**src/sv/ser_pkg.sv**
```systemverilog
// ----------------------------------------------------------------------------
// ser_pkg
// Shared types and constants of the multi-channel sonar echo ranger.
// ----------------------------------------------------------------------------
package ser_pkg;

    localparam int TS_W      = 32;
    localparam int DIST_W    = 16;
    localparam int OUT_CH_W  = 3;
    localparam int CFG_IDX_W = 2;
    localparam int CFG_W     = 32;

    localparam logic [31:0] SCALE_RESET   = 32'd1535;
    localparam logic [15:0] MAX_DIST_RESET = 16'd4000;
    localparam logic [31:0] TIMEOUT_RESET = 32'd19200000;

    // mode field codes
    localparam logic MODE_TRIGGER = 1'b0;
    localparam logic MODE_ECHO    = 1'b1;
    // level field codes
    localparam logic LEVEL_RISE   = 1'b1;

    typedef enum logic [CFG_IDX_W-1:0] {
        CFG_SCALE    = 2'd0,
        CFG_MAX_DIST = 2'd1,
        CFG_TIMEOUT  = 2'd2
    } cfg_idx_t;

    typedef struct packed {
        logic                mode;
        logic [OUT_CH_W-1:0] channel;
        logic                level;
        logic [TS_W-1:0]     timestamp;
    } item_t;

    typedef struct packed {
        logic [OUT_CH_W-1:0] out_channel;
        logic [DIST_W-1:0]   distance_mm;
        logic                reading_valid;
        logic                last_of_run;
    } result_t;

    typedef enum logic [2:0] {
        ST_IDLE,
        ST_DECODE,
        ST_MULT,
        ST_ECHO_OUT,
        ST_TRIG_WALK
    } state_t;

    // controller -> datapath
    typedef struct packed {
        logic capture;      // latch the accepted item
        logic store_rise;   // rising edge: keep its timestamp
        logic mult;         // width * scale, keep upper word
        logic echo_commit;  // clamp, hold reading, emit one result
        logic trig_step;    // time-out check and emit for one channel
    } ser_cmd_t;

    // datapath -> controller
    typedef struct packed {
        logic is_trigger;
        logic ch_ok;
        logic is_rise;
        logic last_ch;
        logic out_free;
    } ser_status_t;

endpackage

```
**src/sv/ser_ctrl.sv**
```systemverilog
// ----------------------------------------------------------------------------
// ser_ctrl
// Sequencer: accepts an item, decodes it and steps the datapath.
// ----------------------------------------------------------------------------
module ser_ctrl (
    input  logic                  clk,
    input  logic                  rst_n,
    input  logic                  item_valid,
    output logic                  item_ready,
    input  ser_pkg::ser_status_t  status,
    output ser_pkg::ser_cmd_t     cmd
);
    import ser_pkg::*;

    state_t state_reg;
    state_t state_next;

    always_ff @(posedge clk or negedge rst_n)
    begin
        if (!rst_n)
        begin
            state_reg <= ST_IDLE;
        end
        else
        begin
            state_reg <= state_next;
        end
    end

    always_comb
    begin
        state_next = state_reg;
        cmd        = '0;
        item_ready = 1'b0;
        case (state_reg)
            ST_IDLE:
            begin
                item_ready = 1'b1;
                if (item_valid)
                begin
                    cmd.capture = 1'b1;
                    state_next  = ST_DECODE;
                end
            end
            ST_DECODE:
            begin
                if (status.is_trigger)
                begin
                    state_next = ST_TRIG_WALK;
                end
                else if (!status.ch_ok)
                begin
                    state_next = ST_IDLE;
                end
                else if (status.is_rise)
                begin
                    cmd.store_rise = 1'b1;
                    state_next     = ST_IDLE;
                end
                else
                begin
                    state_next = ST_MULT;
                end
            end
            ST_MULT:
            begin
                cmd.mult   = 1'b1;
                state_next = ST_ECHO_OUT;
            end
            ST_ECHO_OUT:
            begin
                if (status.out_free)
                begin
                    cmd.echo_commit = 1'b1;
                    state_next      = ST_IDLE;
                end
            end
            ST_TRIG_WALK:
            begin
                if (status.out_free)
                begin
                    cmd.trig_step = 1'b1;
                    if (status.last_ch)
                    begin
                        state_next = ST_IDLE;
                    end
                end
            end
            default:
            begin
                state_next = ST_IDLE;
            end
        endcase
    end

    // results are only launched into a free output slot
    assert property (@(posedge clk) disable iff (!rst_n)
        (cmd.echo_commit || cmd.trig_step) |-> status.out_free)
        else $error("result launched into a busy output register");

    // the walk ends after the last channel
    assert property (@(posedge clk) disable iff (!rst_n)
        (cmd.trig_step && status.last_ch) |=> (state_reg == ST_IDLE))
        else $error("trigger walk did not end on the last channel");

    // a new item is taken only when the previous one is done
    assert property (@(posedge clk) disable iff (!rst_n)
        cmd.capture |=> !item_ready)
        else $error("item accepted while busy");

endmodule

```
**src/sv/ser_datapath.sv**
```systemverilog
// ----------------------------------------------------------------------------
// ser_datapath
// Channel state, configuration, width-to-distance multiply and result register.
// ----------------------------------------------------------------------------
module ser_datapath #(
    parameter int NUM_CHANNELS = 3
) (
    input  logic                               clk,
    input  logic                               rst_n,
    input  ser_pkg::item_t                     item,
    input  logic                               cfg_valid,
    input  logic [ser_pkg::CFG_IDX_W-1:0]      cfg_index,
    input  logic [ser_pkg::CFG_W-1:0]          cfg_data,
    input  ser_pkg::ser_cmd_t                  cmd,
    output ser_pkg::ser_status_t               status,
    output logic                               result_valid,
    input  logic                               result_ready,
    output ser_pkg::result_t                   result
);
    import ser_pkg::*;

    localparam int CH_W = (NUM_CHANNELS > 1) ? $clog2(NUM_CHANNELS) : 1;
    localparam logic [CH_W-1:0] LAST_CH = CH_W'(NUM_CHANNELS - 1);

    // configuration
    logic [31:0]       scale_reg;
    logic [DIST_W-1:0] max_dist_reg;
    logic [31:0]       timeout_reg;

    // per-channel state
    logic [TS_W-1:0]   rise_stamp_reg [NUM_CHANNELS];
    logic [DIST_W-1:0] held_dist_reg  [NUM_CHANNELS];
    logic [NUM_CHANNELS-1:0] held_valid_reg;
    logic [NUM_CHANNELS-1:0] echo_seen_reg;
    // every trigger stamps all channels alike, so one stamp serves them all
    logic [TS_W-1:0]   trig_stamp_reg;

    // working registers
    item_t             item_reg;
    logic [CH_W-1:0]   cur_idx_reg;
    logic [31:0]       prod_reg;

    // result register
    logic              out_valid_reg;
    logic              out_valid_next;
    result_t           out_data_reg;

    logic [TS_W-1:0]   width;
    logic [63:0]       product;
    logic [DIST_W-1:0] clamped;
    logic [TS_W-1:0]   elapsed;
    logic              expired;
    logic              walk_valid;
    logic              load_out;

    assign width   = item_reg.timestamp - rise_stamp_reg[cur_idx_reg];
    assign product = 64'(width) * 64'(scale_reg);
    assign clamped = (prod_reg > 32'(max_dist_reg)) ? max_dist_reg : prod_reg[DIST_W-1:0];

    assign elapsed    = item_reg.timestamp - trig_stamp_reg;
    assign expired    = !echo_seen_reg[cur_idx_reg] && (elapsed >= timeout_reg);
    assign walk_valid = held_valid_reg[cur_idx_reg] && !expired;

    assign load_out = cmd.echo_commit || cmd.trig_step;

    assign status.is_trigger = (item_reg.mode == MODE_TRIGGER);
    assign status.ch_ok      = ({1'b0, item_reg.channel} < 4'(NUM_CHANNELS));
    assign status.is_rise    = (item_reg.level == LEVEL_RISE);
    assign status.last_ch    = (cur_idx_reg == LAST_CH);
    assign status.out_free   = !out_valid_reg || result_ready;

    always_comb
    begin
        out_valid_next = out_valid_reg;
        if (load_out)
        begin
            out_valid_next = 1'b1;
        end
        else if (result_ready)
        begin
            out_valid_next = 1'b0;
        end
    end

    // configuration writes
    always_ff @(posedge clk or negedge rst_n)
    begin
        if (!rst_n)
        begin
            scale_reg    <= SCALE_RESET;
            max_dist_reg <= MAX_DIST_RESET;
            timeout_reg  <= TIMEOUT_RESET;
        end
        else if (cfg_valid)
        begin
            case (cfg_index)
                CFG_SCALE:    scale_reg    <= cfg_data;
                CFG_MAX_DIST: max_dist_reg <= cfg_data[DIST_W-1:0];
                CFG_TIMEOUT:  timeout_reg  <= cfg_data;
                default:      ;
            endcase
        end
    end

    // channel state and result handshake
    always_ff @(posedge clk or negedge rst_n)
    begin
        if (!rst_n)
        begin
            for (int i = 0; i < NUM_CHANNELS; i++)
            begin
                rise_stamp_reg[i] <= '0;
                held_dist_reg[i]  <= '0;
            end
            held_valid_reg <= '0;
            echo_seen_reg  <= '0;
            trig_stamp_reg <= '0;
            cur_idx_reg    <= '0;
            out_valid_reg  <= 1'b0;
        end
        else
        begin
            out_valid_reg <= out_valid_next;
            if (cmd.capture)
            begin
                cur_idx_reg <= (item.mode == MODE_ECHO) ? item.channel[CH_W-1:0] : '0;
            end
            if (cmd.store_rise)
            begin
                rise_stamp_reg[cur_idx_reg] <= item_reg.timestamp;
            end
            if (cmd.echo_commit)
            begin
                held_dist_reg[cur_idx_reg]  <= clamped;
                held_valid_reg[cur_idx_reg] <= 1'b1;
                echo_seen_reg[cur_idx_reg]  <= 1'b1;
            end
            if (cmd.trig_step)
            begin
                held_valid_reg[cur_idx_reg] <= walk_valid;
                echo_seen_reg[cur_idx_reg]  <= 1'b0;
                cur_idx_reg                 <= cur_idx_reg + 1'b1;
                // the stamp must stay old until every channel is checked
                if (status.last_ch)
                begin
                    trig_stamp_reg <= item_reg.timestamp;
                end
            end
        end
    end

    // payload registers
    always_ff @(posedge clk)
    begin
        if (cmd.capture)
        begin
            item_reg <= item;
        end
        if (cmd.mult)
        begin
            prod_reg <= product[63:32];
        end
        if (cmd.echo_commit)
        begin
            out_data_reg.out_channel   <= OUT_CH_W'(cur_idx_reg);
            out_data_reg.distance_mm   <= clamped;
            out_data_reg.reading_valid <= 1'b1;
            out_data_reg.last_of_run   <= 1'b1;
        end
        else if (cmd.trig_step)
        begin
            out_data_reg.out_channel   <= OUT_CH_W'(cur_idx_reg);
            out_data_reg.distance_mm   <= walk_valid ? held_dist_reg[cur_idx_reg] : '0;
            out_data_reg.reading_valid <= walk_valid;
            out_data_reg.last_of_run   <= status.last_ch;
        end
    end

    assign result_valid = out_valid_reg;
    assign result       = out_data_reg;

    assert property (@(posedge clk) disable iff (!rst_n)
        (result_valid && !result.reading_valid) |-> (result.distance_mm == '0))
        else $error("invalid reading shows a distance");

    assert property (@(posedge clk) disable iff (!rst_n)
        cmd.echo_commit |=> (result_valid && result.last_of_run && result.reading_valid))
        else $error("echo result not presented as a valid final item");

    assert property (@(posedge clk) disable iff (!rst_n)
        cmd.trig_step |=> (echo_seen_reg[$past(cur_idx_reg)] == 1'b0))
        else $error("trigger did not re-arm the channel");

endmodule

```
**src/sv/multi_channel_sonar_echo_ranger.sv**
```systemverilog
// ----------------------------------------------------------------------------
// multi_channel_sonar_echo_ranger
// Ranges several ultrasonic sensors from timestamped trigger and echo items.
// ----------------------------------------------------------------------------
// A falling edge's result passes through decode, the multiply and the clamp
//   into the result register, in that order; a full result register stalls it.
// One item at a time: a rising edge or dropped channel ends in DECODE, a
//   falling edge goes on through MULT and ECHO_OUT, and a trigger walks the
//   channels one per cycle while the result register is free; a full result
//   register stalls the walk and the echo result.
// Reset (rst_n, async, active low): all channel state cleared, configuration
//   back to its defaults, result register empty. No clearing pass.
// ----------------------------------------------------------------------------
module multi_channel_sonar_echo_ranger #(
    parameter int NUM_CHANNELS = 3
) (
    input  logic                               clk,
    input  logic                               rst_n,
    // input items
    input  logic                               item_valid,
    output logic                               item_ready,
    input  ser_pkg::item_t                     item,
    // result items
    output logic                               result_valid,
    input  logic                               result_ready,
    output ser_pkg::result_t                   result,
    // configuration writes
    input  logic                               cfg_valid,
    output logic                               cfg_ready,
    input  logic [ser_pkg::CFG_IDX_W-1:0]      cfg_index,
    input  logic [ser_pkg::CFG_W-1:0]          cfg_data
);
    import ser_pkg::*;

    ser_cmd_t    cmd;
    ser_status_t status;

    // config registers take a write in any cycle
    assign cfg_ready = 1'b1;

    // Controller: IDLE accepts an item, DECODE classifies it (trigger, bad
    // channel, rising edge, falling edge), then either the multiply and
    // one echo result, or a walk over all channels with one result each.
    ser_ctrl u_ctrl (
        .clk        (clk),
        .rst_n      (rst_n),
        .item_valid (item_valid),
        .item_ready (item_ready),
        .status     (status),
        .cmd        (cmd)
    );

    // Datapath: per-channel stamps and readings, the 32x32 multiply whose
    // upper word is the distance, clamp, time-out check and result register.
    // The result register decouples the output handshake from input accept.
    ser_datapath #(
        .NUM_CHANNELS (NUM_CHANNELS)
    ) u_datapath (
        .clk          (clk),
        .rst_n        (rst_n),
        .item         (item),
        .cfg_valid    (cfg_valid),
        .cfg_index    (cfg_index),
        .cfg_data     (cfg_data),
        .cmd          (cmd),
        .status       (status),
        .result_valid (result_valid),
        .result_ready (result_ready),
        .result       (result)
    );

endmodule
```
**config.mk**
```make
export PLATFORM = sky130hd
export DESIGN_NAME = multi_channel_sonar_echo_ranger
export DESIGN_NICKNAME = d
export VERILOG_FILES = /design/src/sv/ser_pkg.sv /design/src/sv/ser_ctrl.sv /design/src/sv/ser_datapath.sv /design/src/sv/multi_channel_sonar_echo_ranger.sv
export SDC_FILE = /design/constraint.sdc
export NUM_CORES = 2
export LEC_CHECK = 0
export ABC_AREA = 1
export BUFFER_PORTS_ARGS = -buffer_cell sky130_fd_sc_hd__buf_2
export CAP_MARGIN = 20
export CORE_ASPECT_RATIO = 0.9
export CORE_MARGIN = 2
export CORE_UTILIZATION = 45
export CTS_BUF_LIST = sky130_fd_sc_hd__clkbuf_8
export DETAILED_ROUTE_END_ITERATION = 16
export HOLD_SLACK_MARGIN = 0.1
export MAX_ROUTING_LAYER = met4
export SLEW_MARGIN = 20
export SYNTH_ARGS = -nofsm -noshare
export SYNTH_HDL_FRONTEND = slang
export SYNTH_SLANG_ARGS = --single-unit
```
**constraint.sdc**
```tcl
create_clock -name clk -period 24 [get_ports clk]
set_input_delay 3.6 -clock clk [delete_from_list [all_inputs] [get_ports clk]]
set_output_delay 3.6 -clock clk [all_outputs]
set_load 0.02 [all_outputs]
```
==> run metrics <==
buffer levels on the longest clock path=3; final HPWL from detailed placement=153200 um; Top Family by Delay on Critical Path=adder cells; reported max-cap violation count=0; most prevalent standard cell on the critical path=sky130_fd_sc_hd__fa_1; hold_buf cts=0; dominant cell type by area after synthesis=sky130_fd_sc_hd__fa_1; worst relative slew slack=15.57%; grt total ovfl=0; Total GRT Usage=34.29%; highest clock rate=0.08508 GHz; Core ar.=116700 um^2; CP endpoint kind=flop; launch point of the worst hold path=u_datapath.item_reg[36]; area taken by flip-flops and latches=9390 um^2; share of final-layout standard cells stronger than drive strength 1=around 5.9%; count of vias placed by the detailed router=45010; final hold violations=0; reg2reg start=u_datapath.cur_idx_reg[0]; Setup Crit Path Kind=reg -> reg; number of buffers and inverters on the critical path=8; Via density=5.539; Post CTS Setup Buffer Count=0; placer congestion estimate=0.9974; Clock Pin Slew Worst Setup and Hold Paths=0.06 ns; chip height=329.2 um; multi-input logic area=37250 um^2; post-route non-filler standard cell count=slightly above 8000; pre-CTS setup slack=12.52 ns; Root Buffer=sky130_fd_sc_hd__clkbuf_8; Yosys top cell area share=33.97%; initial core utilization=45.29%; growth of design area from synthesis to finish=6.619%; CP Max Fanout=54; wire length of the first global-routing pass=293300 um; capturing point of the worst reg2reg path=u_datapath.prod_reg[11]; number of input and output port buffers inserted=between 90 and 100; CTS resizes=0; number of logic stages on the critical path including buffering=38; max reg flops=96; worst reg-to-reg setup slack=12.25 ns; outcome=complete, no violations; data arrival at the endpoint of the critical path=12.25 ns; async set or reset register ratio after synthesis=75.07%; reg2reg path depth=38; Final #Nets=7833; post-synthesis cell area=52870 um^2; slowest CP cell=sky130_fd_sc_hd__nand2_1; number of fillers in the final layout=11680; number of synthesized flops with an enable pin=87; number of instances in the placed design=7986; total routed wirelength=a little under 200000 um; antenna violation net count after detailed routing=0; Total Negative Setup Slacks=0 ns; required time reported for the critical path endpoint=around 25 ns; IO Pins=100; clock period minus final worst setup slack=11.75 ns; critical path startpoint category=flop; count of distinct cell types in the synthesized netlist=54; Seq/Total Area, Yosys=17.76%; Post-Syn Area per Cell=8.121 um^2; worst-skew pair later-pin latency=0.75 ns; number of warnings issued by yosys=0; Post-Synthesis Cells=6510; Worst Setup SP=u_datapath.cur_idx_reg[0]; overall die area=120200 um^2; largest clock skew in the final design=~0.056 ns; classification of the worst-slack hold path=reg -> reg; worst stage delay on the critical path=approximately 1.0 ns; number of flip-flops and latches in the synthesized netlist=357; most frequent cells in the layout=sky130_fd_sc_hd__inv_1, sky130_fd_sc_hd__nand2_1, sky130_fd_sc_hd__fa_1, sky130_fd_sc_hd__nor2_1, sky130_fd_sc_hd__nand3_1; vias in the first global route=approximately 46000; number of DRC markers after the initial detailed-route iteration=4759; number of buffers inserted during clock tree synthesis=69; # clock sinks=between 300 and 400; number of placement rows=119; worst setup path endpoint=u_datapath.prod_reg[11]; final worst slack=12.25 ns; antenna violations before repair=12; Period Utilization, post-route=48.97%; Worst Tran Pin Value=approximately 1.3 ns; post-synthesis net count=7857; most frequent standard cell in the layout excluding fill and tap cells=sky130_fd_sc_hd__inv_1; maximum number of pins on one net before global-route repair=137; clock tree from TritonCTS=built; RSZ-0062 raised after global routing=false; H-tree depth reported by CTS=3; die width=365.3 um; number of detailed-routing iterations run before antenna repair=6; DRC viols=0; number of endpoints failing setup at the final stage=0; most used flip-flop cell after synthesis=sky130_fd_sc_hd__dfrtp_1; Routed WL per cell=24.06 um; max-slew violations=0; biggest area contributors in the synthesized netlist=sky130_fd_sc_hd__fa_1, sky130_fd_sc_hd__dfrtp_1, sky130_fd_sc_hd__inv_1, sky130_fd_sc_hd__ha_1, sky130_fd_sc_hd__nand2_1
## synth_stat cells (all sizes together) (30+ instances only)
master	number
buf	89
ha	374
nand4	34
nor2	869
inv	1325
a2bb2oi	30
clkbuf	180
fa	897
dfrtp	244
nand2	1145
edfxtp	87
o21ai	397
nor3	34
a21oi	195
xor2	30
nand3	410
## cells by family after synthesis
logic type | Yosys count | synth area share [%]
other | 2 | 0.01421
DFF | 357 | 17.76
and+or+nand+nor | 2537 | 19.82
adders and majority gates | 1271 | 42.82
buffers and inverters | 1615 | 11.85
xor gates and xnor gates | 38 | 0.6295
AOI/OAI and AO/OA | 690 | 7.114
## per-layer routing
metal / vias up / global-route usage, % / share of wire, %
met5: - / - / 0
met4: 0 / 13.26 / 4.5
met3: 474 / 10.72 / 12
met2: 2313 / 48.79 / 42
met1: 22450 / 45.60 / 42
li1: 19770 / - / -
## area by class of cell
| cell class | count | share of cell area [%] |
|---|---|---|
| Tap cell | 1573 | 3.492 |
| Clock buffer | 83 | 2.027 |
| Sequential cell | 357 | 16.66 |
| Multi-Input combinational cell | 4538 | 66.09 |
| Antenna cell | 12 | 0.05327 |
| Inverter | 1346 | 8.963 |
| Clock inverter | 44 | 0.7458 |
| Timing Repair Buffer | 174 | 1.969 |
## metrics by stage
step	hold WS [ns]	utilization (%)	area, um^2
finish	0.4626	48.29	56370
CTS	0.4676	48.23	56300
floorplan	0.4374	-	52870
global placement	0.4427	46.89	54740
detailed placement	0.4524	46.89	54740
global route	0.4843	48.28	56360
## how the worst min path moves through the flow
| stage | endpoint | depth (start not counted) |
|---|---|---|
| after CTS | u_ctrl.state_reg[2] | 1 |
| after global routing | u_ctrl.state_reg[2] | 1 |
| final | u_ctrl.state_reg[2] | 1 |
| after floorplan | u_ctrl.state_reg[2] | 1 |
| after global placement | u_ctrl.state_reg[2] | 1 |
| after detailed placement | u_ctrl.state_reg[2] | 1 |
Power is not shown: default switching activity piles up to over one toggle a cycle in this logic, so the estimate is an artifact.
